<file path="config.mk">
export PLATFORM = sky130hd
export DESIGN_NAME = sorted_priority_queue_core
export DESIGN_NICKNAME = d
export VERILOG_FILES = /design/src/hw/rtl/spq_pkg.sv /design/src/hw/rtl/sorted_priority_queue_core.sv /design/src/hw/rtl/spq_key.sv /design/src/hw/rtl/spq_cell.sv
export SDC_FILE = /design/constraint.sdc
export NUM_CORES = 1
export LEC_CHECK = 0
export ABC_CLOCK_PERIOD_IN_PS = 6990
export BUFFER_PORTS_ARGS = -buffer_cell sky130_fd_sc_hd__buf_2
export CAP_MARGIN = 20
export CORE_MARGIN = 2
export CORE_UTILIZATION = 45
export CTS_BUF_LIST = sky130_fd_sc_hd__clkbuf_8
export CTS_CLUSTER_SIZE = 14
export DETAILED_ROUTE_END_ITERATION = 12
export PLACE_DENSITY = 0.67
export SYNTH_ARGS = -nofsm -noshare
export SYNTH_HDL_FRONTEND = slang
export SYNTH_SLANG_ARGS = --single-unit
</file>
<file path="constraint.sdc">
create_clock -name i_clk -period 6.99 [get_ports i_clk]
set_input_delay 2.097 -clock i_clk [delete_from_list [all_inputs] [get_ports i_clk]]
set_output_delay 2.097 -clock i_clk [all_outputs]
set_load 0.01 [all_outputs]
</file>
<file path="src/hw/rtl/spq_pkg.sv">
`timescale 1ns / 1ps
// Types, codes and the key function for the sorted priority queue.
// No dependencies; used by every module of the block.
package spq_pkg;

    localparam int DEPTH_DEF = 16;
    localparam int KEY_W     = 9;
    localparam int ID_W      = 8;
    localparam int CNT_OUT_W = 5;

    localparam logic [1:0] OP_ENQ    = 2'd0;
    localparam logic [1:0] OP_DEQ    = 2'd1;
    localparam logic [1:0] OP_QUERY  = 2'd2;

    localparam logic [1:0] TYPE_AGILE = 2'd0;
    localparam logic [1:0] TYPE_TANK  = 2'd1;

    localparam logic [1:0] ERR_OK    = 2'd0;
    localparam logic [1:0] ERR_FULL  = 2'd1;
    localparam logic [1:0] ERR_EMPTY = 2'd2;

    // floor(x*4/5) == (x*820) >> 10 for every 8-bit x
    localparam logic [9:0] TANK_RECIP = 10'd820;

    typedef struct packed {
        logic [1:0]      op;
        logic [ID_W-1:0] character_id;
        logic [7:0]      agility;
        logic [1:0]      char_type;
        logic            alive;
    } t_req;

    typedef struct packed {
        logic [ID_W-1:0]      head_id;
        logic [KEY_W-1:0]     head_key;
        logic [CNT_OUT_W-1:0] count;
        logic                 is_empty;
        logic [1:0]           error;
    } t_rsp;

    typedef struct packed {
        logic [KEY_W-1:0] key;
        logic [ID_W-1:0]  id;
    } t_ent;

    typedef struct packed {
        logic [1:0] op;
        t_ent       ent;
    } t_key_req;

    typedef struct packed {
        logic             enq;
        logic             deq;
        logic [KEY_W-1:0] key;
    } t_cell_ctl;

    function automatic logic [KEY_W-1:0] key_of(input logic [7:0] agility,
                                                input logic [1:0] char_type,
                                                input logic       alive);
        logic [17:0]      prod;
        logic [KEY_W-1:0] k;
        prod = {10'd0, agility} * {8'd0, TANK_RECIP};
        k    = '0;
        if (alive) begin
            case (char_type)
                TYPE_AGILE: k = {1'b0, agility} + {2'b00, agility[7:1]};
                TYPE_TANK:  k = {1'b0, prod[17:10]};
                default:    k = '0;
            endcase
        end
        return k;
    endfunction

endpackage

</file>
<file path="src/hw/rtl/sorted_priority_queue_core.sv">
`timescale 1ns / 1ps
// Sorted priority queue: key stage, a row of DEPTH cells, result register.
// A request is registered in the key stage, then its result in the result register; a stall holds both.
// Throughput: one request per cycle while the result is not stalled; the whole cell row updates together.
// Reset clears the entry count and the stage valids; stored entries are not cleared.
// Depends on spq_pkg, spq_key and spq_cell.
module sorted_priority_queue_core #(
    parameter int DEPTH = spq_pkg::DEPTH_DEF
) (
    input  logic          i_clk,
    input  logic          i_rst_n,
    input  logic          i_valid,
    input  spq_pkg::t_req i_req,
    output logic          o_stall,
    output logic          o_valid,
    input  logic          i_stall,
    output spq_pkg::t_rsp o_rsp
);

    localparam int CW = $clog2(DEPTH + 1);

    logic              w_a_valid;
    spq_pkg::t_key_req w_kreq;
    logic              w_take;
    logic              w_full;
    logic              w_enq_ok;
    logic              w_deq_ok;
    spq_pkg::t_cell_ctl w_ctl;

    logic [CW-1:0]     r_count;
    logic [CW-1:0]     n_count;
    logic              r_o_valid;
    logic              n_o_valid;
    spq_pkg::t_rsp     r_rsp;
    spq_pkg::t_rsp     n_rsp;
    logic [31:0]       w_count_ext;

    spq_pkg::t_ent     w_data [DEPTH];
    spq_pkg::t_ent     w_next [DEPTH];
    logic              w_ge   [DEPTH];

    spq_key u_key (
        .i_clk   (i_clk),
        .i_rst_n (i_rst_n),
        .i_valid (i_valid),
        .i_req   (i_req),
        .o_stall (o_stall),
        .i_take  (w_take),
        .o_valid (w_a_valid),
        .o_kreq  (w_kreq)
    );

    assign w_take   = w_a_valid && (!r_o_valid || !i_stall);
    assign w_full   = (r_count == CW'(DEPTH));
    assign w_enq_ok = w_take && (w_kreq.op == spq_pkg::OP_ENQ) && !w_full;
    assign w_deq_ok = w_take && (w_kreq.op == spq_pkg::OP_DEQ) && (r_count != '0);

    assign w_ctl.enq = w_enq_ok;
    assign w_ctl.deq = w_deq_ok;
    assign w_ctl.key = w_kreq.ent.key;

    for (genvar g = 0; g < DEPTH; g++) begin : g_cell
        spq_pkg::t_ent w_left;
        spq_pkg::t_ent w_right;
        logic          w_left_ge;

        if (g == 0) begin : g_first
            assign w_left    = w_kreq.ent;
            assign w_left_ge = 1'b1;
        end else begin : g_mid
            assign w_left    = w_data[g-1];
            assign w_left_ge = w_ge[g-1];
        end

        if (g == DEPTH - 1) begin : g_last
            assign w_right = '0;
        end else begin : g_inner
            assign w_right = w_data[g+1];
        end

        spq_cell u_cell (
            .i_clk     (i_clk),
            .i_ctl     (w_ctl),
            .i_new     (w_kreq.ent),
            .i_occ     (r_count > CW'(g)),
            .i_left    (w_left),
            .i_left_ge (w_left_ge),
            .i_right   (w_right),
            .o_data    (w_data[g]),
            .o_ge      (w_ge[g]),
            .o_next    (w_next[g])
        );
    end

    always_comb begin
        n_count = r_count;
        if (w_enq_ok) begin
            n_count = r_count + CW'(1);
        end else if (w_deq_ok) begin
            n_count = r_count - CW'(1);
        end
    end

    assign w_count_ext = 32'(n_count);

    always_comb begin
        n_rsp.count = w_count_ext[spq_pkg::CNT_OUT_W-1:0];
        if (n_count == '0) begin
            n_rsp.head_id  = '0;
            n_rsp.head_key = '0;
            n_rsp.is_empty = 1'b1;
        end else begin
            n_rsp.head_id  = w_next[0].id;
            n_rsp.head_key = w_next[0].key;
            n_rsp.is_empty = 1'b0;
        end
        n_rsp.error = spq_pkg::ERR_OK;
        if ((w_kreq.op == spq_pkg::OP_ENQ) && w_full) begin
            n_rsp.error = spq_pkg::ERR_FULL;
        end else if ((w_kreq.op == spq_pkg::OP_DEQ) && (r_count == '0)) begin
            n_rsp.error = spq_pkg::ERR_EMPTY;
        end
    end

    always_comb begin
        n_o_valid = r_o_valid;
        if (w_take) begin
            n_o_valid = 1'b1;
        end else if (!i_stall) begin
            n_o_valid = 1'b0;
        end
    end

    always_ff @(posedge i_clk) begin
        if (!i_rst_n) begin
            r_count   <= '0;
            r_o_valid <= 1'b0;
        end else begin
            r_count   <= n_count;
            r_o_valid <= n_o_valid;
        end
    end

    always_ff @(posedge i_clk) begin
        if (w_take) begin
            r_rsp <= n_rsp;
        end
    end

    assign o_valid = r_o_valid;
    assign o_rsp   = r_rsp;

    a_count_bound : assert property (@(posedge i_clk) disable iff (!i_rst_n)
        r_count <= CW'(DEPTH))
        else $error("entry count above depth");

    a_full_drop : assert property (@(posedge i_clk) disable iff (!i_rst_n)
        (w_take && (w_kreq.op == spq_pkg::OP_ENQ) && w_full) |=> $stable(r_count))
        else $error("enqueue into full queue changed count");

    a_deq_count : assert property (@(posedge i_clk) disable iff (!i_rst_n)
        w_deq_ok |=> (r_count == $past(r_count) - CW'(1)))
        else $error("dequeue did not drop one entry");

    a_head_order : assert property (@(posedge i_clk) disable iff (!i_rst_n)
        (r_count >= CW'(2)) |-> (w_data[0].key >= w_data[1].key))
        else $error("head entries out of order");

    a_stall_hold : assert property (@(posedge i_clk) disable iff (!i_rst_n)
        (r_o_valid && i_stall && !w_take) |=> $stable(r_rsp))
        else $error("stalled result changed");

endmodule

</file>
<file path="src/hw/rtl/spq_key.sv">
`timescale 1ns / 1ps
// Input stage: registers one request and its computed priority key.
// Depends on spq_pkg.
module spq_key (
    input  logic              i_clk,
    input  logic              i_rst_n,
    input  logic              i_valid,
    input  spq_pkg::t_req     i_req,
    output logic              o_stall,
    input  logic              i_take,
    output logic              o_valid,
    output spq_pkg::t_key_req o_kreq
);

    logic              r_valid;
    logic              n_valid;
    spq_pkg::t_key_req r_kreq;
    logic              w_accept;

    assign o_stall  = r_valid && !i_take;
    assign w_accept = i_valid && !o_stall;

    always_comb begin
        n_valid = r_valid;
        if (w_accept) begin
            n_valid = 1'b1;
        end else if (i_take) begin
            n_valid = 1'b0;
        end
    end

    always_ff @(posedge i_clk) begin
        if (!i_rst_n) begin
            r_valid <= 1'b0;
        end else begin
            r_valid <= n_valid;
        end
    end

    always_ff @(posedge i_clk) begin
        if (w_accept) begin
            r_kreq.op     <= i_req.op;
            r_kreq.ent.id <= i_req.character_id;
            r_kreq.ent.key <= spq_pkg::key_of(i_req.agility, i_req.char_type, i_req.alive);
        end
    end

    assign o_valid = r_valid;
    assign o_kreq  = r_kreq;

endmodule

</file>
<file path="src/hw/rtl/spq_cell.sv">
`timescale 1ns / 1ps
// One slot of the sorted row: holds an entry, keeps, loads the new entry,
// or takes a neighbour's entry. Depends on spq_pkg.
module spq_cell (
    input  logic               i_clk,
    input  spq_pkg::t_cell_ctl i_ctl,
    input  spq_pkg::t_ent      i_new,
    input  logic               i_occ,
    input  spq_pkg::t_ent      i_left,
    input  logic               i_left_ge,
    input  spq_pkg::t_ent      i_right,
    output spq_pkg::t_ent      o_data,
    output logic               o_ge,
    output spq_pkg::t_ent      o_next
);

    spq_pkg::t_ent r_ent;
    spq_pkg::t_ent n_ent;

    assign o_ge = i_occ && (r_ent.key >= i_ctl.key);

    always_comb begin
        n_ent = r_ent;
        if (i_ctl.enq && !o_ge) begin
            n_ent = i_left_ge ? i_new : i_left;
        end else if (i_ctl.deq) begin
            n_ent = i_right;
        end
    end

    always_ff @(posedge i_clk) begin
        r_ent <= n_ent;
    end

    assign o_data = r_ent;
    assign o_next = n_ent;

endmodule

</file>
==> reports/qor.log <==
[sta] actual transition at the worst max-transition pin 1.061 ns
[worst_setup_path] kind of cell with the highest combined delay on the critical path adder cells
[sta] number of failing hold endpoints at the final stage 0
[clocking] post-CTS setup buffer count 0
[min_path] type of the worst min-delay path flip-flop to flip-flop
[sta] Max Clock Freq 175.7 MHz
[logic_synthesis] number of storage elements in the synthesis netlist 323
[layout] area delta synth->final 9.872%
[route] number of iterations in the first detailed-routing pass 7
[worst_setup_path] startpoint kind of the worst setup timing path input pin
[worst_setup_path] category of the most critical setup path input pin to flip-flop
[clocking] number of buffers created by CTS 57
[layout] final cell utilization of the core 0.4997
[sta] clock tree skew after final layout 0.04266 ns
[pwr] Max rail drop VDD 181.6 uV
[pwr] sum of internal, switching and leakage power 4844 uW
[clocking] total number of H-tree levels 2
[global_route] global-route wire length before repair 86,110 um
[worst_setup_path] worst-path cell chain buf_2, ha_1, inv_1, fa_1, inv_1, fa_1, inv_1, fa_1, inv_1, ha_1, a21oi_1, o21ai_0, o31ai_1, nor4b_1, nor4_1
[global_route] grt ovf 0
[route] Remaining DRCs 0
[worst_setup_path] number of stages on the worst setup path 15
[run_status] status finished clean
[global_route] initial antenna violation count 1
[pwr] Leakage 0.008819 uW
[floorplan] number of placed I/O pins 52
[logic_synthesis] syn_area_per_cell 11.60 um^2
[logic_synthesis] count of distinct cell types in the synthesized netlist 78
[worst_setup_path] Top cell by count, worst path sky130_fd_sc_hd__inv_1
[placement] Placed Cells 2,405
[pwr] power density over cell area 208.7 nW/um^2
[clocking] number of resized instances in the post-cts repair step 0
[sta] Setup-failing EPs final 0
[job] number of max-cap violations 0
[worst_setup_path] crit end category flip-flop
[worst_setup_path] R2R Setup Slk 2.10 ns
[route] count of antenna-violating nets left after detailed routing 0
[floorplan] die outline height 220.7 um
[worst_setup_path] required time of the worst setup path 7.37 ns
[layout] proportion of layout cells with a drive suffix above 1 0.2062
[sta] unrepaired setup endpoints after global routing false
[sta] share of the cycle needed by the critical path after routing 0.8145
[logic_synthesis] async set-or-reset flop fraction in the synthesized netlist 0
[worst_setup_path] data arrival time at the worst-slack endpoint 6.07 ns
[clocking] TritonCTS clock tree done
[clocking] hold bufs inserted after CTS 0
[clocking] maximum buffer depth of the clock tree 3
[route] Total Wirelength 54,450 um
[logic_synthesis] net count of the mapped netlist 2,054
[placement] count of buffers inserted at the top-level ports 51
[worst_setup_path] CP max-delay cell sky130_fd_sc_hd__fa_1
[floorplan] Core ar. 46,460 um^2
[worst_setup_path] critical path peak fanout 6
[route] initial drt markers 1,534
[logic_synthesis] most area-hungry cell type in the Yosys netlist sky130_fd_sc_hd__edfxtp_1
[global_route] maximum number of pins on one net before global-route repair 69
[floorplan] width of the die 220.7 um
[route] via count 15,170
[clocking] clock slew at reported path FFs 0.05 ns
[worst_setup_path] count of cells along the worst register-to-register path 8
[floorplan] floorplan die area 48,700 um^2
[global_route] Global Route Usage Sum 0.2265
[logic_synthesis] number of enable-type register cells in the synthesized netlist 299
[logic_synthesis] most used flip-flop cell after synthesis sky130_fd_sc_hd__edfxtp_1
[floorplan] standard-cell rows 79
[sta] Fin Hold WS 0.5002 ns
[global_route] vias in the first global route 15,310
[logic_synthesis] synth top area cells sky130_fd_sc_hd__edfxtp_1 42%, sky130_fd_sc_hd__ha_1 11%, sky130_fd_sc_hd__mux2_2 9.3%
[placement] final weighted congestion in routability-driven placement 0.8756
[sta] Post-Route Setup TNS 0 ns
[clocking] Clk Latency, worst-skew pair 0.68 ns
[sta] max-slew violations 0
[layout] total number of nets in the final design 2,091
[clocking] # clock sinks 323
[logic_synthesis] area share of the leading cell type in the synthesized netlist 0.4250
[logic_synthesis] sequential element share of the synthesized area 0.4477
[clocking] CTS Root Cell sky130_fd_sc_hd__clkbuf_8
[floorplan] starting density of the core 0.4548
[layout] Finished Layout Cells 2,514
[sta] min cycle time layout 5.693 ns
[sta] relative slew slack 0.2929
[worst_setup_path] Critical path buffers and inverters 5
[route] average vias per placed instance 6.035
[logic_synthesis] instance count of the mapped netlist 1,822
[layout] # fillers 4,141
[min_path] number of cells on the worst hold path 2
[logic_synthesis] count of yosys warnings during synthesis 0
[worst_setup_path] largest incremental delay on the critical path 0.53 ns
[route] Routed WL per cell 21.66 um
[logic_synthesis] post-synthesis instance area 21,130 um^2
[placement] detailed-placement wirelength estimate 39,530 um
==> cells in the mapped netlist (all sizes together) (3+ instances only) <==
cell and instances:
a211oi 37, a21o 13, a21oi 137, a22oi 3, a31o 5, a31oi 26
and2 11, and3 4, buf 51, clkbuf 71, dfxtp 24, edfxtp 299
fa 15, ha 192, inv 56, mux2 176, mux2i 193, nand2 53
nand2b 19, nand3 12, nand4 19, nor2 35, nor2b 13, nor3 28
nor4 4, nor4b 3, o2111ai 3, o211ai 3, o21a 11, o21ai 239
o21bai 5, o22ai 3, o31ai 5, or3 6, xnor2 6, xor2 9
==> area by class of cell <==
class | count | area, um^2 | area share
flip-flops and latches | 323 | 9459 | 0.4075
clock buffers | 67 | 922.1 | 0.03972
well taps | 607 | 759.5 | 0.03272
repair buffers | 100 | 658.1 | 0.02835
diodes | 1 | 2.502 | 0.0001078
inverters | 56 | 210.2 | 0.009055
clock inverters | 39 | 191.4 | 0.008247
multi-input cells | 1321 | 11010 | 0.4743
==> cell families (layout without fill, tap and decap cells) <==
kind of cell,after synthesis,after routing,synth area share
flops,323,323,0.4477
mux,369,369,0.1852
buf+inv,178,262,0.03524
fa+ha+maj,207,207,0.1279
xor+xnor,15,15,0.006218
other cells,0,1,0
simple gates,217,217,0.05531
compound gates,513,513,0.1424
==> path summary, 6_finish.rpt <==
kind                                       to        startpoint
setup / recovery             u_key.o_kreq[15]          i_req[8]
hold / removal                        o_valid     u_key.o_valid
setup reg to reg  g_cell[10].u_cell.o_data[3]  u_key.o_kreq[14]
hold reg to reg                       o_valid     u_key.o_valid
==> placed cells by master (no fill, tap or decap), types with 11 or more instances in the layout <==
cell,n
sky130_fd_sc_hd__a21o_1,13
sky130_fd_sc_hd__nand2b_1,19
sky130_fd_sc_hd__fa_1,15
sky130_fd_sc_hd__o21ai_0,228
sky130_fd_sc_hd__nand3_1,12
sky130_fd_sc_hd__nor3_1,28
sky130_fd_sc_hd__dfxtp_1,24
sky130_fd_sc_hd__mux2_2,175
sky130_fd_sc_hd__a211oi_1,27
sky130_fd_sc_hd__mux2i_1,193
sky130_fd_sc_hd__inv_1,83
sky130_fd_sc_hd__ha_1,192
sky130_fd_sc_hd__o21a_1,11
sky130_fd_sc_hd__a31oi_1,23
sky130_fd_sc_hd__clkbuf_8,67
sky130_fd_sc_hd__a21oi_1,137
sky130_fd_sc_hd__nand4_1,18
sky130_fd_sc_hd__edfxtp_1,299
sky130_fd_sc_hd__buf_2,51
sky130_fd_sc_hd__nor2_1,30
sky130_fd_sc_hd__nand2_1,52
sky130_fd_sc_hd__buf_4,45
sky130_fd_sc_hd__nor2b_1,12
==> metrics by stage <==
stage               cell area [um^2]  worst slack [ns]
global route                   23210             1.023
global placement               22050            0.7984
CTS                            23180             1.415
detailed placement             22070            0.7328
finish                         23210             1.297
floorplan                      21130             1.328
==> per-layer routing <==
layer	global-route usage	vias up	part of all wire
met1	0.3054	7461	0.46
met5	0	-	0
met2	0.3652	528	0.45
met3	0.04591	108	0.063
met4	0.07400	0	0.027
li1	-	7075	-
==> report_power, final <==
part / internal, uW / switching [uW]
Clock: 905 / 818
Sequential: 2200 / 74.9
Combinational: 347 / 500
Total: 3450 / 1390
==> state kept, by name, summed over array words and instances (netlist names) <==
register and count:
u_key.o_kreq 19, u_key.o_valid 1, o_valid 1, g_cell.u_cell.o_data 272
o_rsp 25, r_count 5
==> tightest hold or removal path, stage by stage (launching register included) <==
cell and delay (ns):
sky130_fd_sc_hd__dfxtp_1 0.33, sky130_fd_sc_hd__a21oi_1 0.05, sky130_fd_sc_hd__nor2b_1 0.09
Note: power is estimated with default switching activity, not from simulation.
